## config.mk

```make
export PLATFORM = sky130hd
export DESIGN_NAME = keyed_mutex_table
export DESIGN_NICKNAME = d
export VERILOG_FILES = /design/src/kmt_pkg.sv /design/src/keyed_mutex_table.sv /design/src/kmt_key_store.sv
export SDC_FILE = /design/constraint.sdc
export NUM_CORES = 1
export LEC_CHECK = 0
export BUFFER_PORTS_ARGS = -buffer_cell sky130_fd_sc_hd__buf_2
export CAP_MARGIN = 20
export CORE_ASPECT_RATIO = 0.75
export CORE_MARGIN = 5
export CORE_UTILIZATION = 50
export DETAILED_ROUTE_END_ITERATION = 10
export HOLD_SLACK_MARGIN = 0.12
export PLACE_DENSITY = 0.7
export SKIP_LAST_GASP = 1
export SYNTH_ARGS = -nofsm -noshare
export SYNTH_HDL_FRONTEND = slang
export SYNTH_SLANG_ARGS = --single-unit
```

## constraint.sdc

```tcl
create_clock -name clock -period 7.5 [get_ports clock]
set_clock_uncertainty 0.05 [all_clocks]
set_input_delay 0.75 -clock clock [delete_from_list [all_inputs] [get_ports clock]]
set_output_delay 0.75 -clock clock [all_outputs]
set_load 0.01 [all_outputs]
```

## src/kmt_pkg.sv

```systemverilog
`timescale 1ns / 1ps

package kmt_pkg;

   // Fixed field widths of the request and result beats.
   localparam int KEY_WIDTH   = 16;
   localparam int FUNC_WIDTH  = 2;
   localparam int STAT_WIDTH  = 3;
   localparam int SLOT_WIDTH  = 4;
   localparam int COUNT_WIDTH = 5;

   // Operation codes.
   localparam logic [FUNC_WIDTH-1:0] FUNC_CREATE  = 2'd0;
   localparam logic [FUNC_WIDTH-1:0] FUNC_DESTROY = 2'd1;
   localparam logic [FUNC_WIDTH-1:0] FUNC_LOCK    = 2'd2;
   localparam logic [FUNC_WIDTH-1:0] FUNC_UNLOCK  = 2'd3;

   // Status codes.
   localparam logic [STAT_WIDTH-1:0] ST_OK        = 3'd0;
   localparam logic [STAT_WIDTH-1:0] ST_INVALID   = 3'd1;
   localparam logic [STAT_WIDTH-1:0] ST_EXISTS    = 3'd2;
   localparam logic [STAT_WIDTH-1:0] ST_FULL      = 3'd3;
   localparam logic [STAT_WIDTH-1:0] ST_NOT_FOUND = 3'd4;
   localparam logic [STAT_WIDTH-1:0] ST_BUSY      = 3'd5;

   typedef struct packed {
      logic [FUNC_WIDTH-1:0] func;
      logic [KEY_WIDTH-1:0]  key;
   } kmt_req_type;

   typedef struct packed {
      logic [STAT_WIDTH-1:0]  status;
      logic [SLOT_WIDTH-1:0]  slot;
      logic [COUNT_WIDTH-1:0] used_count;
   } kmt_rsp_type;

   // Commands from the sequencer to the key store.
   typedef struct packed {
      logic clear_find;
      logic rd_en;
      logic wr_set;
      logic wr_clr;
   } kmt_cmd_type;

   // Outcome of a scan over the key store.
   typedef struct packed {
      logic hit_found;
      logic free_found;
   } kmt_find_type;

endpackage

```

## src/keyed_mutex_table.sv

```systemverilog
`timescale 1ns / 1ps

// Keyed mutex table. Software creates a mutex under a nonzero key, locks and
// unlocks it, and destroys it; every request beat returns exactly one result
// beat with a status, the slot involved and the number of slots in use. A
// lock never waits: it takes a free mutex or answers busy, and software
// retries. A request is taken when start is high and busy is low. A request
// with a nonzero key scans every slot through one shared key compare, one
// slot per cycle out of the key memory, and then executes; a request with a
// zero key skips the scan and goes straight to the execute step. The
// result beat is shown on rsp_data for exactly one cycle with rsp_valid
// high, and the receiver cannot hold it off, so it must take the beat in
// that cycle. Busy drops in the cycle the result appears, so the next
// request may be taken while the previous result is on the ports. Reset
// clears every slot at once through per-slot valid bits; no clearing pass
// follows reset. Key bits above KEY_BITS are ignored, and the slot and
// count fields carry the low bits of the internal slot index and count.
module keyed_mutex_table #(
   parameter int SLOTS    = 16,
   parameter int KEY_BITS = 16
) (
   input  logic                 clock,
   input  logic                 reset,
   input  logic                 start,
   output logic                 busy,
   input  kmt_pkg::kmt_req_type req_data,
   output logic                 rsp_valid,
   output kmt_pkg::kmt_rsp_type rsp_data
);

   // Stored key width: keys are never wider than the request field.
   localparam int KW = (KEY_BITS < kmt_pkg::KEY_WIDTH) ? KEY_BITS : kmt_pkg::KEY_WIDTH;
   localparam int IW = (SLOTS > 1) ? $clog2(SLOTS) : 1;
   localparam int CW = $clog2(SLOTS + 1);
   localparam logic [IW-1:0] LAST_IDX = IW'(SLOTS - 1);

   // Sequencer states.
   localparam logic [1:0] S_IDLE  = 2'd0;
   localparam logic [1:0] S_SCAN  = 2'd1;
   localparam logic [1:0] S_DRAIN = 2'd2;
   localparam logic [1:0] S_EXEC  = 2'd3;

   logic [1:0]                        state_ff, state_in;
   logic [IW-1:0]                     idx_ff, idx_in;
   logic [kmt_pkg::FUNC_WIDTH-1:0]    func_ff;
   logic [KW-1:0]                     key_ff;
   logic                              zero_ff;
   logic [CW-1:0]                     used_ff, used_in;
   logic [SLOTS-1:0]                  taken_ff, taken_in;
   logic                              rsp_valid_ff, rsp_valid_in;
   kmt_pkg::kmt_rsp_type              rsp_ff, rsp_in;

   kmt_pkg::kmt_cmd_type              cmd;
   kmt_pkg::kmt_find_type             find;
   logic [IW-1:0]                     hit_idx;
   logic [IW-1:0]                     free_idx;
   logic [IW-1:0]                     wr_addr;
   logic                              accept;
   logic [KW-1:0]                     req_key;
   logic [kmt_pkg::STAT_WIDTH-1:0]    exec_status;
   logic [IW-1:0]                     exec_slot;
   logic [IW+kmt_pkg::SLOT_WIDTH-1:0] exec_slot_wide;
   logic [CW+kmt_pkg::COUNT_WIDTH-1:0] used_wide;

   assign busy    = (state_ff != S_IDLE);
   assign accept  = start && !busy;
   assign req_key = req_data.key[KW-1:0];

   // The request beat is held for the whole scan.
   always_ff @(posedge clock) begin
      if (accept) begin
         func_ff <= req_data.func;
         key_ff  <= req_key;
         zero_ff <= (req_key == '0);
      end
   end

   kmt_key_store #(
      .SLOTS (SLOTS),
      .KW    (KW),
      .IW    (IW)
   ) u_store (
      .clock    (clock),
      .reset    (reset),
      .cmd      (cmd),
      .rd_addr  (idx_ff),
      .wr_addr  (wr_addr),
      .key      (key_ff),
      .find     (find),
      .hit_idx  (hit_idx),
      .free_idx (free_idx)
   );

   // A create writes into the first free slot; every other operation acts on
   // the slot that matched.
   assign wr_addr = (func_ff == kmt_pkg::FUNC_CREATE) ? free_idx : hit_idx;

   always_comb begin
      state_in     = state_ff;
      idx_in       = idx_ff;
      used_in      = used_ff;
      taken_in     = taken_ff;
      rsp_valid_in = 1'b0;
      rsp_in       = rsp_ff;
      cmd          = '0;
      exec_status  = kmt_pkg::ST_OK;
      exec_slot    = '0;

      unique case (state_ff)
         S_IDLE: begin
            if (start) begin
               cmd.clear_find = 1'b1;
               idx_in         = '0;
               state_in       = (req_key == '0) ? S_EXEC : S_SCAN;
            end
         end
         S_SCAN: begin
            // One slot read per cycle; the compare follows in the next cycle.
            cmd.rd_en = 1'b1;
            if (idx_ff == LAST_IDX) begin
               state_in = S_DRAIN;
            end else begin
               idx_in = idx_ff + 1'b1;
            end
         end
         S_DRAIN: begin
            // The last slot is compared in this cycle.
            state_in = S_EXEC;
         end
         S_EXEC: begin
            if (zero_ff) begin
               exec_status = kmt_pkg::ST_INVALID;
            end else if (func_ff == kmt_pkg::FUNC_CREATE) begin
               if (find.hit_found) begin
                  exec_status = kmt_pkg::ST_EXISTS;
                  exec_slot   = hit_idx;
               end else if (!find.free_found) begin
                  exec_status = kmt_pkg::ST_FULL;
               end else begin
                  cmd.wr_set         = 1'b1;
                  taken_in[free_idx] = 1'b0;
                  used_in            = used_ff + 1'b1;
                  exec_slot          = free_idx;
               end
            end else if (!find.hit_found) begin
               exec_status = kmt_pkg::ST_NOT_FOUND;
            end else begin
               exec_slot = hit_idx;
               unique case (func_ff)
                  kmt_pkg::FUNC_DESTROY: begin
                     cmd.wr_clr        = 1'b1;
                     taken_in[hit_idx] = 1'b0;
                     if (used_ff != '0) begin
                        used_in = used_ff - 1'b1;
                     end
                  end
                  kmt_pkg::FUNC_LOCK: begin
                     if (taken_ff[hit_idx]) begin
                        exec_status = kmt_pkg::ST_BUSY;
                     end else begin
                        taken_in[hit_idx] = 1'b1;
                     end
                  end
                  kmt_pkg::FUNC_UNLOCK: begin
                     taken_in[hit_idx] = 1'b0;
                  end
                  default: begin
                  end
               endcase
            end
            rsp_valid_in = 1'b1;
            rsp_in.status = exec_status;
            rsp_in.slot   = exec_slot_wide[kmt_pkg::SLOT_WIDTH-1:0];
            rsp_in.used_count = used_wide[kmt_pkg::COUNT_WIDTH-1:0];
            state_in = S_IDLE;
         end
         default: begin
            state_in = S_IDLE;
         end
      endcase
   end

   // Result fields carry the low bits of the slot index and of the count.
   assign exec_slot_wide = {{kmt_pkg::SLOT_WIDTH{1'b0}}, exec_slot};
   assign used_wide      = {{kmt_pkg::COUNT_WIDTH{1'b0}}, used_in};

   always_ff @(posedge clock) begin
      if (reset) begin
         state_ff     <= S_IDLE;
         idx_ff       <= '0;
         used_ff      <= '0;
         taken_ff     <= '0;
         rsp_valid_ff <= 1'b0;
      end else begin
         state_ff     <= state_in;
         idx_ff       <= idx_in;
         used_ff      <= used_in;
         taken_ff     <= taken_in;
         rsp_valid_ff <= rsp_valid_in;
      end
   end

   always_ff @(posedge clock) begin
      rsp_ff <= rsp_in;
   end

   assign rsp_valid = rsp_valid_ff;
   assign rsp_data  = rsp_ff;

   // A result beat only ever follows the execute step.
   a_rsp_after_exec : assert property (@(posedge clock) disable iff (reset)
      rsp_valid |-> $past(state_ff) == S_EXEC)
      else $error("result beat without an execute step");

   // An accepted request makes the block busy in the next cycle.
   a_accept_busy : assert property (@(posedge clock) disable iff (reset)
      accept |=> busy)
      else $error("request accepted but block not busy");

   // The use count can never exceed the number of slots.
   a_used_bound : assert property (@(posedge clock) disable iff (reset)
      used_ff <= CW'(SLOTS))
      else $error("use count above slot count");

   // A scan that finds no free slot means every slot is counted as used.
   a_full_count : assert property (@(posedge clock) disable iff (reset)
      (state_ff == S_EXEC && !zero_ff && func_ff == kmt_pkg::FUNC_CREATE
       && !find.hit_found && !find.free_found) |-> used_ff == CW'(SLOTS))
      else $error("table full while use count is below slot count");

endmodule

```

## src/kmt_key_store.sv

```systemverilog
`timescale 1ns / 1ps

// Key memory with per-slot valid bits and the single compare unit that
// looks at one slot per cycle during a scan.
module kmt_key_store #(
   parameter int SLOTS = 16,
   parameter int KW    = 16,
   parameter int IW    = 4
) (
   input  logic                 clock,
   input  logic                 reset,
   input  kmt_pkg::kmt_cmd_type cmd,
   input  logic [IW-1:0]        rd_addr,
   input  logic [IW-1:0]        wr_addr,
   input  logic [KW-1:0]        key,
   output kmt_pkg::kmt_find_type find,
   output logic [IW-1:0]        hit_idx,
   output logic [IW-1:0]        free_idx
);

   logic [KW-1:0]         mem [SLOTS];
   logic [KW-1:0]         mem_q_ff;
   logic [SLOTS-1:0]      valid_ff;
   logic                  rd_vld_ff;
   logic [IW-1:0]         rd_idx_ff;
   kmt_pkg::kmt_find_type find_ff;
   logic [IW-1:0]         hit_idx_ff;
   logic [IW-1:0]         free_idx_ff;
   logic                  slot_valid;
   logic                  match;

   // The stored key is written on create; a destroy only drops the valid bit.
   always_ff @(posedge clock) begin
      if (cmd.wr_set) begin
         mem[wr_addr] <= key;
      end
      if (cmd.rd_en) begin
         mem_q_ff <= mem[rd_addr];
      end
   end

   always_ff @(posedge clock) begin
      if (reset) begin
         valid_ff  <= '0;
         rd_vld_ff <= 1'b0;
      end else begin
         rd_vld_ff <= cmd.rd_en;
         if (cmd.wr_set) begin
            valid_ff[wr_addr] <= 1'b1;
         end else if (cmd.wr_clr) begin
            valid_ff[wr_addr] <= 1'b0;
         end
      end
   end

   always_ff @(posedge clock) begin
      if (cmd.rd_en) begin
         rd_idx_ff <= rd_addr;
      end
   end

   assign slot_valid = valid_ff[rd_idx_ff];
   assign match      = slot_valid && (mem_q_ff == key);

   // Keep the first matching slot and the first free slot seen in the scan.
   always_ff @(posedge clock) begin
      if (reset) begin
         find_ff     <= '0;
         hit_idx_ff  <= '0;
         free_idx_ff <= '0;
      end else if (cmd.clear_find) begin
         find_ff <= '0;
      end else if (rd_vld_ff) begin
         if (!find_ff.hit_found && match) begin
            find_ff.hit_found <= 1'b1;
            hit_idx_ff        <= rd_idx_ff;
         end
         if (!find_ff.free_found && !slot_valid) begin
            find_ff.free_found <= 1'b1;
            free_idx_ff        <= rd_idx_ff;
         end
      end
   end

   assign find     = find_ff;
   assign hit_idx  = hit_idx_ff;
   assign free_idx = free_idx_ff;

endmodule
```

==> impl_metrics.tcl <==
set metrics [dict create \
    overflow 0 \
    rsz0062_at_grt "no" \
    core_um2 29100 \
    max_stage_delay_ns 0.70 \
    globalRouteTotalUtil_pct 20.7 \
    status "complete, no violations" \
    cts_tree "yes" \
    wl_um 34600 \
    cts-root-buf "clkbuf_16" \
    synthToLayoutAreaGrowth_pct 12.0 \
    p_sw_mw 1.30 \
    post_cts_buffers 0 \
    syn_area_um2 14800 \
    ant_nets 0 \
    tightestPinTransition_ns 1.10 \
    ys_warn_count 0 \
    hold_violations 0 \
    syn_inst 885 \
    max_freq_mhz 309 \
    finalSetupViolations 0 \
    ctsResizeCount 0 \
    nNetsFinal 952 \
    numClockSinks 362 \
    worstPathArrival_ns 3.33 \
    worstPathCellList "ha_1 > nor2b_1 > nand2_1 > nor2_1 > nand2_1 > inv_1" \
    fp.dieH_um 159 \
    place_ws_ns 4.35 \
    synthFlopType "edfxtp_1" \
    cts_hold_buffers 0 \
    crit_slowest_cell "inv_1" \
    start_util_pct 50.8 \
    cap_violations 0 \
    synth_edf_count 307 \
    clk_latency_ns 0.53 \
    dpl.hpwl_um 22100 \
    dr.pass1.iters 5 \
    seqPwrFrac_pct 49.7 \
    ys_seq_area_share_pct 69.8 \
    p_leak_nw 5.29 \
    min_path_type "primary input to flop" \
    synth_nets 914 \
    relSlewSlack_pct 26.8 \
    crit_path_end_kind "flop" \
    period_needed_ns 3.24 \
    synth.avg_cell_area_um2 16.7 \
    drc 0 \
    via_count 8231 \
    p_int_mw 3.79 \
    p_comb_share_pct 13.5 \
    cts_made_buffers 35 \
    path_class "flop to flop" \
    grt_max_degree 66 \
    grt_pass1_vias 8096 \
    drive_gt1_share_pct 20.8 \
    grt_pass1_wl_um 51700 \
    gp_congestion 0.882 \
    clk_pin_slew_ns 0.06 \
    final_common_cell "edfxtp_1" \
    ys_ff_latch 362 \
    async_reset_ff_share_pct 0 \
    drt_iter0_drc 1047 \
    synth_cell_types 49 \
    tns_ns 0 \
    start_kind "flop" \
    post-route-period-util_pct 43.2 \
    nFillCells 2185 \
    fin_ws_ns 4.26 \
    die_w_um 209 \
    cp.required_ns 7.59 \
    io-pin-count 35 \
    n_antenna_cell 0 \
    cpMostUsedCell "nand2_1" \
    path_max_fanout 16 \
    via_per_inst 6.14 \
    wl_per_cell_um 25.8 \
    final_cell_mix "edfxtp_1, mux4_2, nor2_1" \
    clk_path_buf_depth 3 \
    antenna_found_initial 5 \
    die_area_um2 33200 \
    clkPwrFrac_pct 36.8 \
    p_per_area_nw_per_um2 307 \
    port_buffers 34 \
    h-tree-depth 2 \
    rows 54 \
    maxSlewViolCount 0 \
    switching_share_pct 25.5 \
    ir_worst_vdd_mv 0.240 \
]
stage by stage:
step / hold slack (ns) / utilization [%] / std cells / instance area [um2] / total power, mW
2_1_floorplan: 0.378 / - / 885 / 14800 / 2.97
3_3_place_gp: 0.398 / 52.7 / 1278 / 15300 / 3.24
3_5_place_dp: 0.404 / 52.7 / 1278 / 15300 / 3.26
4_1_cts: 0.316 / 56.9 / 1341 / 16600 / 5.12
5_1_grt: 0.318 / 56.9 / 1341 / 16600 / 5.27
6_report: 0.344 / 56.9 / 1341 / 16600 / 5.08
flip-flops by register name, summed over array words and instances (netlist names), named ones only:
signal,cells
u_store.mem,256
rsp_data,12
zero_ff,1
u_store.hit_idx,4
u_store.rd_idx_ff,4
func_ff,2
u_store.free_idx,4
u_store.mem_q_ff,16
u_store.rd_vld_ff,1
idx_ff,4
rsp_valid,1
state_ff,2
used_ff,5
key_ff,16
u_store.find,2
cell usage after synthesis, types with 2 or more instances:
| cell | n | area [um2] |
|---|---|---|
| o21bai_1 | 2 | 15.0 |
| nor2_1 | 62 | 233 |
| buf_1 | 7 | 26.3 |
| buf_6 | 2 | 22.5 |
| clkbuf_1 | 25 | 93.8 |
| nand2b_1 | 30 | 188 |
| or3_1 | 6 | 37.5 |
| a21oi_1 | 42 | 210 |
| a31oi_1 | 2 | 12.5 |
| mux4_1 | 2 | 52.6 |
| xnor2_1 | 18 | 158 |
| nand4_1 | 12 | 75.1 |
| nor3_1 | 3 | 15.0 |
| a22oi_1 | 18 | 135 |
| buf_2 | 7 | 35.0 |
| nor4_1 | 5 | 31.3 |
| o211ai_1 | 9 | 67.6 |
| nor2b_1 | 16 | 100 |
| edfxtp_1 | 307 | 9220 |
| nand2_1 | 33 | 124 |
| nand3_1 | 7 | 35.0 |
| a211oi_1 | 6 | 45.0 |
| ha_1 | 8 | 100 |
| o21ai_0 | 46 | 230 |
| and4_1 | 4 | 35.0 |
| mux2i_1 | 9 | 90.1 |
| dfxtp_1 | 55 | 1100 |
| o21a_1 | 2 | 15.0 |
| nand3b_1 | 3 | 22.5 |
| or2_2 | 8 | 50.1 |
| inv_1 | 24 | 90.1 |
| mux4_2 | 86 | 1940 |
| o21ai_1 | 3 | 15.0 |
worst max-delay path: cells and delay by family (launching register included):
kind	cells	cell delay, ns
buffers and inverters	1	0.70
AND/OR/NAND/NOR	4	1.09
adder cells (fa/ha/maj)	1	0.61
flip-flops	1	0.38
metal layers:
layer / wire length [um] / vias to the layer above / GRT usage [%]
li1: - / 3557 / -
met5: 0 / - / 0
met1: 14900 / 4197 / 32.5
met2: 15000 / 437 / 29.0
met4: 484 / 0 / 4.27
met3: 4180 / 40 / 6.48
cell type report:
type | instances | area, um2 | share of cell area, %
multi-input cells | 457 | 4200 | 25.4
inverters | 25 | 93.8 | 0.566
repair buffers | 42 | 230 | 1.39
flip-flops and latches | 362 | 10300 | 62.3
clock buffers | 42 | 923 | 5.57
clock inverters | 21 | 299 | 1.81
well taps | 392 | 490 | 2.96
cell families after synthesis:
| logic type | synth area share [%] |
|---|---|
| xor+xnor | 1.12 |
| flops | 69.8 |
| buf+inv | 1.84 |
| fa+ha+maj | 0.677 |
| mux | 14.2 |
| compound gates | 5.45 |
| simple gates | 6.92 |
power groups by stage:
stage / Sequential, mW / Clock [mW] / Combinational, mW
3_5_place_dp: 2.57 / 0 / 0.682
6_report: 2.53 / 1.87 / 0.685
2_1_floorplan: 2.45 / 0 / 0.516
4_1_cts: 2.53 / 1.90 / 0.685
3_3_place_gp: 2.57 / 0 / 0.673
5_1_grt: 2.55 / 1.98 / 0.729
path summary, 6_finish.rpt:
kind                startpoint              endpoint  slack, ns  cells after the start
hold reg to reg      idx_ff[1]  u_store.rd_idx_ff[1]       0.41                      0
setup / recovery   state_ff[0]     u_store.mem[9][0]       4.26                      6
setup reg to reg   state_ff[0]     u_store.mem[9][0]       4.26                      6
hold / removal    req_data[17]            func_ff[1]       0.34                      1
Note: power is estimated with default switching activity, not from simulation.
